<file path="src/rtl/tcbe_pkg.sv">
`timescale 1ns / 1ps
// ----------------------------------------------------------------------------
// tcbe_pkg
// Shared types and constants of the chained TEA block encryptor.
// ----------------------------------------------------------------------------
package tcbe_pkg;

    localparam int BLOCK_W   = 64;
    localparam int WORD_W    = 32;
    localparam int KEY_IDX_W = 2;
    localparam int QDEPTH    = 2;
    localparam int QPTR_W    = 1;

    localparam logic [WORD_W-1:0] TEA_DELTA = 32'h9E3779B9;

    typedef logic [BLOCK_W-1:0] t_block;
    typedef logic [WORD_W-1:0]  t_word;

    typedef struct packed {
        t_block plain;
        logic   first;
    } t_item;

    typedef struct packed {
        logic  valid;
        t_item item;
    } t_q_head;

    typedef struct packed {
        t_word k0;
        t_word k1;
        t_word k2;
        t_word k3;
    } t_key;

    typedef enum logic [KEY_IDX_W-1:0] {
        KEY_W0,
        KEY_W1,
        KEY_W2,
        KEY_W3
    } t_key_idx;

    typedef enum logic [1:0] {
        ST_IDLE,
        ST_RUN,
        ST_FIN
    } t_state;

    function automatic t_block tea_round(input t_block v, input t_word sum, input t_key k);
        t_word v0;
        t_word v1;
        v0 = v[BLOCK_W-1:WORD_W];
        v1 = v[WORD_W-1:0];
        v0 = v0 + (((v1 << 4) + k.k0) ^ (v1 + sum) ^ ((v1 >> 5) + k.k1));
        v1 = v1 + (((v0 << 4) + k.k2) ^ (v0 + sum) ^ ((v0 >> 5) + k.k3));
        return {v0, v1};
    endfunction

endpackage

</file>
<file path="src/rtl/tcbe_queue.sv">
`timescale 1ns / 1ps
// ----------------------------------------------------------------------------
// tcbe_queue
// Front end: accepts plaintext blocks with their first-block flag and holds
// them in a short queue for the cipher engine.
// ----------------------------------------------------------------------------
module tcbe_queue (
    input  logic             i_clk,
    input  logic             i_rst_n,
    input  logic             i_valid,
    output logic             o_ready,
    input  tcbe_pkg::t_item  i_item,
    output tcbe_pkg::t_q_head o_head,
    input  logic             i_pop
);

    tcbe_pkg::t_item              r_mem [tcbe_pkg::QDEPTH];
    logic [tcbe_pkg::QPTR_W-1:0]  r_wr_ptr;
    logic [tcbe_pkg::QPTR_W-1:0]  r_rd_ptr;
    logic [tcbe_pkg::QPTR_W:0]    r_count;
    logic                         push;
    logic                         pop;

    assign o_ready = (r_count != (tcbe_pkg::QPTR_W + 1)'(tcbe_pkg::QDEPTH));
    assign push    = i_valid && o_ready;
    assign pop     = i_pop && (r_count != '0);

    assign o_head.valid = (r_count != '0);
    assign o_head.item  = r_mem[r_rd_ptr];

    always_ff @(posedge i_clk) begin
        if (push) begin
            r_mem[r_wr_ptr] <= i_item;
        end
    end

    always_ff @(posedge i_clk) begin
        if (!i_rst_n) begin
            r_wr_ptr <= '0;
            r_rd_ptr <= '0;
            r_count  <= '0;
        end else begin
            if (push) begin
                r_wr_ptr <= r_wr_ptr + 1'b1;
            end
            if (pop) begin
                r_rd_ptr <= r_rd_ptr + 1'b1;
            end
            case ({push, pop})
                2'b10:   r_count <= r_count + 1'b1;
                2'b01:   r_count <= r_count - 1'b1;
                default: r_count <= r_count;
            endcase
        end
    end

endmodule

</file>
<file path="src/rtl/tcbe_back.sv">
`timescale 1ns / 1ps
// ----------------------------------------------------------------------------
// tcbe_back
// Back end: chains each block, runs the TEA rounds one per cycle and
// registers the ciphertext for the output stream.
// ----------------------------------------------------------------------------
module tcbe_back #(
    parameter int ROUNDS = 16
) (
    input  logic              i_clk,
    input  logic              i_rst_n,
    input  tcbe_pkg::t_q_head i_head,
    output logic              o_pop,
    input  tcbe_pkg::t_key    i_key,
    output logic              o_valid,
    input  logic              i_ready,
    output tcbe_pkg::t_block  o_data
);

    localparam int CNT_W = (ROUNDS > 1) ? $clog2(ROUNDS) : 1;
    localparam logic [CNT_W-1:0] LAST = CNT_W'(ROUNDS - 1);

    tcbe_pkg::t_state r_state, n_state;
    logic [CNT_W-1:0] r_cnt, n_cnt;
    tcbe_pkg::t_block r_v, n_v;
    tcbe_pkg::t_word  r_sum, n_sum;
    tcbe_pkg::t_block r_mixed, n_mixed;
    tcbe_pkg::t_block r_chain_mixed, n_chain_mixed;
    tcbe_pkg::t_block r_prev_cipher, n_prev_cipher;
    tcbe_pkg::t_block r_prev_mixed, n_prev_mixed;
    logic             r_out_valid, n_out_valid;
    tcbe_pkg::t_block r_out_data, n_out_data;

    tcbe_pkg::t_word  sum_step;
    tcbe_pkg::t_block round_v;
    tcbe_pkg::t_block fin_cipher;
    tcbe_pkg::t_block load_mixed;
    tcbe_pkg::t_block load_chain;
    logic             out_free;
    logic             load;

    assign sum_step   = r_sum + tcbe_pkg::TEA_DELTA;
    assign round_v    = tcbe_pkg::tea_round(r_v, sum_step, i_key);
    assign fin_cipher = r_v ^ r_chain_mixed;
    assign out_free   = !r_out_valid || i_ready;

    assign o_valid = r_out_valid;
    assign o_data  = r_out_data;

    always_ff @(posedge i_clk) begin
        if (!i_rst_n) begin
            r_state       <= tcbe_pkg::ST_IDLE;
            r_cnt         <= '0;
            r_prev_cipher <= '0;
            r_prev_mixed  <= '0;
            r_out_valid   <= 1'b0;
        end else begin
            r_state       <= n_state;
            r_cnt         <= n_cnt;
            r_prev_cipher <= n_prev_cipher;
            r_prev_mixed  <= n_prev_mixed;
            r_out_valid   <= n_out_valid;
        end
    end

    always_ff @(posedge i_clk) begin
        r_v           <= n_v;
        r_sum         <= n_sum;
        r_mixed       <= n_mixed;
        r_chain_mixed <= n_chain_mixed;
        r_out_data    <= n_out_data;
    end

    always_comb begin
        n_state       = r_state;
        n_cnt         = r_cnt;
        n_v           = r_v;
        n_sum         = r_sum;
        n_mixed       = r_mixed;
        n_chain_mixed = r_chain_mixed;
        n_prev_cipher = r_prev_cipher;
        n_prev_mixed  = r_prev_mixed;
        n_out_valid   = r_out_valid && !i_ready;
        n_out_data    = r_out_data;
        load          = 1'b0;
        o_pop         = 1'b0;
        load_mixed    = '0;
        load_chain    = '0;

        case (r_state)
            tcbe_pkg::ST_IDLE: begin
                load = i_head.valid;
            end
            tcbe_pkg::ST_RUN: begin
                n_v   = round_v;
                n_sum = sum_step;
                n_cnt = r_cnt + 1'b1;
                if (r_cnt == LAST) begin
                    n_state = tcbe_pkg::ST_FIN;
                end
            end
            tcbe_pkg::ST_FIN: begin
                if (out_free) begin
                    n_out_valid   = 1'b1;
                    n_out_data    = fin_cipher;
                    n_prev_cipher = fin_cipher;
                    n_prev_mixed  = r_mixed;
                    n_state       = tcbe_pkg::ST_IDLE;
                    load          = i_head.valid;
                end
            end
            default: begin
                n_state = tcbe_pkg::ST_IDLE;
            end
        endcase

        // chain against the values just settled, so a block can follow at once
        load_mixed = i_head.item.plain ^ (i_head.item.first ? '0 : n_prev_cipher);
        load_chain = i_head.item.first ? '0 : n_prev_mixed;

        if (load) begin
            o_pop         = 1'b1;
            n_v           = load_mixed;
            n_mixed       = load_mixed;
            n_chain_mixed = load_chain;
            n_sum         = '0;
            n_cnt         = '0;
            n_state       = tcbe_pkg::ST_RUN;
        end
    end

endmodule

</file>
<file path="src/rtl/tea_chained_block_encrypt.sv">
`timescale 1ns / 1ps
// ----------------------------------------------------------------------------
// tea_chained_block_encrypt
// TEA block encryptor in the QQ chained mode.
// ----------------------------------------------------------------------------
// Each 64-bit padded plaintext block is xored with the previous ciphertext,
// enciphered with ROUNDS rounds of TEA under the 128-bit key, and xored with
// the previous mixed block; tuser high marks the first block of a message and
// zeroes both chaining values. One shared round unit does one round per
// cycle, and each block waits for the ciphertext of the one before it, so
// the engine takes no new block until the last has gone to the output
// register. A two-entry input queue and an output register let either side
// stall on its own. Key registers must be written by the user only while no
// block is in flight and act on the next block; the core does not enforce it.
// ----------------------------------------------------------------------------
module tea_chained_block_encrypt #(
    parameter int ROUNDS = 16
) (
    input  logic                               i_clk,
    input  logic                               i_rst_n,
    input  logic                               i_cfg_we,
    input  logic [tcbe_pkg::KEY_IDX_W-1:0]     i_cfg_idx,
    input  logic [tcbe_pkg::WORD_W-1:0]        i_cfg_data,
    input  logic                               s_axis_tvalid,
    output logic                               s_axis_tready,
    input  logic [tcbe_pkg::BLOCK_W-1:0]       s_axis_tdata,   // plain_block
    input  logic                               s_axis_tuser,   // first_block
    output logic                               m_axis_tvalid,
    input  logic                               m_axis_tready,
    output logic [tcbe_pkg::BLOCK_W-1:0]       m_axis_tdata    // cipher_block
);

    tcbe_pkg::t_key    r_key;
    tcbe_pkg::t_item   in_item;
    tcbe_pkg::t_q_head q_head;
    logic              q_pop;

    always_ff @(posedge i_clk) begin
        if (!i_rst_n) begin
            r_key <= '0;
        end else if (i_cfg_we) begin
            case (tcbe_pkg::t_key_idx'(i_cfg_idx))
                tcbe_pkg::KEY_W0: r_key.k0 <= i_cfg_data;
                tcbe_pkg::KEY_W1: r_key.k1 <= i_cfg_data;
                tcbe_pkg::KEY_W2: r_key.k2 <= i_cfg_data;
                tcbe_pkg::KEY_W3: r_key.k3 <= i_cfg_data;
                default:          r_key    <= r_key;
            endcase
        end
    end

    assign in_item.plain = s_axis_tdata;
    assign in_item.first = s_axis_tuser;

    tcbe_queue u_queue (
        .i_clk   (i_clk),
        .i_rst_n (i_rst_n),
        .i_valid (s_axis_tvalid),
        .o_ready (s_axis_tready),
        .i_item  (in_item),
        .o_head  (q_head),
        .i_pop   (q_pop)
    );

    tcbe_back #(
        .ROUNDS (ROUNDS)
    ) u_back (
        .i_clk   (i_clk),
        .i_rst_n (i_rst_n),
        .i_head  (q_head),
        .o_pop   (q_pop),
        .i_key   (r_key),
        .o_valid (m_axis_tvalid),
        .i_ready (m_axis_tready),
        .o_data  (m_axis_tdata)
    );

endmodule

</file>
<file path="config.mk">
export PLATFORM = sky130hd
export DESIGN_NAME = tea_chained_block_encrypt
export DESIGN_NICKNAME = d
export VERILOG_FILES = /design/src/rtl/tcbe_pkg.sv /design/src/rtl/tcbe_queue.sv /design/src/rtl/tcbe_back.sv /design/src/rtl/tea_chained_block_encrypt.sv
export SDC_FILE = /design/constraint.sdc
export NUM_CORES = 1
export LEC_CHECK = 0
export ABC_AREA = 0
export BUFFER_PORTS_ARGS = -buffer_cell sky130_fd_sc_hd__buf_2
export CORE_ASPECT_RATIO = 1.75
export CORE_UTILIZATION = 58
export DETAILED_ROUTE_END_ITERATION = 12
export PLACE_DENSITY = 0.8
export SLEW_MARGIN = 20
export SYNTH_ARGS = -nofsm -noshare
export SYNTH_HDL_FRONTEND = slang
export SYNTH_HIERARCHICAL = 1
export SYNTH_SLANG_ARGS = --single-unit
</file>
<file path="constraint.sdc">
create_clock -name i_clk -period 15.13 [get_ports i_clk]
set_clock_uncertainty 0.05 [all_clocks]
set_input_delay 3.7825 -clock i_clk [delete_from_list [all_inputs] [get_ports i_clk]]
set_output_delay 3.7825 -clock i_clk [all_outputs]
set_load 0.005 [all_outputs]
</file>
==> results.yml <==
synth:
  synth_seq_area_share_pct: 45.8
  syn_inst: 3613
  synth_top_area_cell: "edfxtp_1"
  synth.ff_latch_count: 686
  synth-edff-count: 386
  yosysWarnings: 6
  synth_cell_type_count: 78
  syn-num-nets: 3979
  async_flop_share_pct: 0
  synth_area_leaders: "edfxtp_1 (30%), dfxtp_1 (16%), ha_1 (8.3%), xnor2_1 (6.8%), mux2i_1 (6.7%)"
  netlist_area_sq_um: 38400
  syn_area_per_cell_sq_um: 10.6
  synth_top_area_share_pct: 30.2
  synth-main-ff-cell: "edfxtp_1"
layout:
  final_cell_mix: "nand2_1 (420), edfxtp_1 (386), dfxtp_1 (299), xnor2_1 (299), mux2i_1 (256)"
  fillers: 5290
  drive_gt1_share_pct: 10.5
  seq_area_sq_um: 17600
  fin_nets: 4125
  area_delta_synth_final_pct: 9.28
  layout_commonest_cell: "nand2_1"
  multi_input_area_sq_um: 20000
sta:
  finalCritPeriodShare_pct: 71.5
  rsz0062_at_grt: "false"
  max_freq_mhz: 92.5
  finalHoldViolations: 0
  drv_slew: 0
  setup_tns_ns: 0
  setup_viol: 0
  worst_pin_slew_ns: 1.03
  min_period_ns: 10.81
  relSlewSlack_pct: 31.3
route:
  wire_per_inst_um: 21.3
  wirelength_um: 99800
  vias_per_cell: 5.81
  drtIter0Drc: 1907
  num_vias: 27300
  antenna_left: 0
  drc: 0
  first_pass_iters: 5
worst_hold_path:
  hp-class: "reg2reg"
worst_setup_path:
  crit_top_cell: "xnor2_1"
  path_max_fanout: 7
  start_kind: "flop"
  cp_slowest_cell: "o41ai_1"
  reg2reg_setup_slack_ns: 4.32
  slowest_delay_ns: 0.64
  cp-end-kind: "flop"
  crit_type: "reg2reg"
  arrival_ns: 11.11
  cp.required_ns: 15.43
clocking:
  root_buffer: "clkbuf_16"
  worstSkewPairLatency_ns: 0.67
  cts_resized: 0
  cts_num_sinks: 686
  cts.clk_slew.worst_paths_ns: 0.07
  post_cts_buffers: 0
  htree_levels: 2
  cts_max_path_buffers: 3
  ctsHoldBuffers: 0
  cts_tree: "yes"
  cts_made_buffers: 58
floorplan:
  initial_utilization_pct: 58.7
  die_area_sq_um: 67300
  io_pins: 170
  die_h_um: 342
  die_w_um: 197
  design.core.area_sq_um: 65500
  core.rowCount: 124
global_routing:
  overflow: 0
  grt_max_degree: 199
  grt_pass1_vias: 26700
  grt_antenna_before_repair: 0
  grt_pass1_wl_um: 152000
  track_usage_pct: 29.4
flow_run:
  maxCapViolCount: 0
place:
  port_buffers: 169
  hpwlAfterDp_um: 73000
  gp_congestion: 0.957
status:
  status: "finished clean"
per-layer routing:
layer	GRT usage (%)	up-vias	routed length (um)
met5	0	-	0
met1	39.0	13200	42200
li1	-	13000	-
met2	49.9	873	48400
met4	10.7	0	3450
met3	2.74	168	5770
kinds of logic (layout without fill, tap and decap cells):
logic type | after synthesis | count (layout) | synth area share (%)
simple gates | 1001 | 1001 | 11.9
flops | 686 | 686 | 45.8
compound gates | 655 | 655 | 10.9
xor+xnor | 513 | 513 | 11.9
mux | 324 | 324 | 8.66
fa+ha+maj | 262 | 262 | 8.69
buf+inv | 172 | 367 | 2.22
other cells | 0 | 2 | 0
synthesized netlist by cell type, types with 6 or more instances:
| cell type | instances |
|---|---|
| and2_1 | 11 |
| nand3b_1 | 6 |
| o21bai_1 | 24 |
| nor3_1 | 28 |
| clkbuf_1 | 59 |
| edfxtp_1 | 386 |
| a31oi_1 | 22 |
| buf_1 | 17 |
| nand2b_1 | 38 |
| o31ai_1 | 18 |
| or2_2 | 8 |
| or3_1 | 9 |
| a211o_1 | 6 |
| buf_2 | 16 |
| xor2_1 | 209 |
| fa_1 | 8 |
| buf_8 | 6 |
| buf_6 | 6 |
| o21ai_0 | 112 |
| nor2_1 | 241 |
| mux2i_1 | 256 |
| a31o_2 | 9 |
| mux2_2 | 68 |
| dfxtp_1 | 300 |
| a21boi_0 | 8 |
| nand2_1 | 420 |
| ha_1 | 254 |
| o21ai_1 | 20 |
| and3_1 | 21 |
| nand3_1 | 37 |
| inv_1 | 58 |
| xnor2_1 | 299 |
| buf_4 | 7 |
| nand4_1 | 13 |
| a211oi_1 | 9 |
| a21oi_1 | 204 |
| nor2b_1 | 153 |
| a21o_1 | 137 |
| o21a_1 | 21 |
| o211ai_1 | 10 |
flip-flops by register name, indices dropped and copies added (netlist names), named ones only:
| signal | count |
|---|---|
| r_key | 128 |
| u_back/o_data | 64 |
| u_back/o_valid | 1 |
| u_back/r_chain_mixed | 64 |
| u_back/r_cnt | 4 |
| u_back/r_mixed | 64 |
| u_back/r_prev_cipher | 64 |
| u_back/r_prev_mixed | 64 |
| u_back/r_state | 2 |
| u_back/r_sum | 32 |
| u_back/r_v | 64 |
| u_queue/r_count | 2 |
| u_queue/r_mem | 130 |
| u_queue/r_rd_ptr | 1 |
| u_queue/r_wr_ptr | 1 |
through the flow:
step | instances | util [%] | instance area [sq um] | hold WS (ns) | setup WS [ns]
2_1_floorplan | 3613 | - | 38400 | 0.389 | 5.72
5_1_grt | 4690 | 64.1 | 42000 | 0.431 | 3.38
6_report | 4692 | 64.1 | 42000 | 0.422 | 4.32
4_1_cts | 4690 | 64.1 | 42000 | 0.421 | 4.33
3_3_place_gp | 4581 | 61.1 | 40000 | 0.402 | 4.62
3_5_place_dp | 4581 | 61.1 | 40000 | 0.405 | 4.42
final cells by class:
| type | instances | area share [%] |
|---|---|---|
| inverter | 58 | 0.531 |
| clock buffer | 84 | 3.92 |
| sequential | 686 | 41.9 |
| multi-input combinational | 2755 | 47.6 |
| antenna | 2 | 0.0119 |
| clock inverter | 25 | 0.736 |
| timing repair buffer | 200 | 2.65 |
| tap | 882 | 2.63 |
final timing paths:
kind              startpoint             end  depth (start not counted)
max          u_back/r_sum[3]  u_back/r_v[31]                         43
min                r_key[62]       r_key[62]                          2
max reg2reg  u_back/r_sum[3]  u_back/r_v[31]                         43
min reg2reg        r_key[62]       r_key[62]                          2
critical path, delay by kind of cell, from the launching register on:
family | cells | cell delay, ns
adders and majority gates | 4 | 1.45
DFF | 1 | 0.36
xor gates and xnor gates | 7 | 1.31
and+or+nand+nor | 8 | 1.41
AOI/OAI and AO/OA | 24 | 5.90
Power is not shown: default switching activity piles up to over one toggle a cycle in this logic, so the estimate is an artifact.
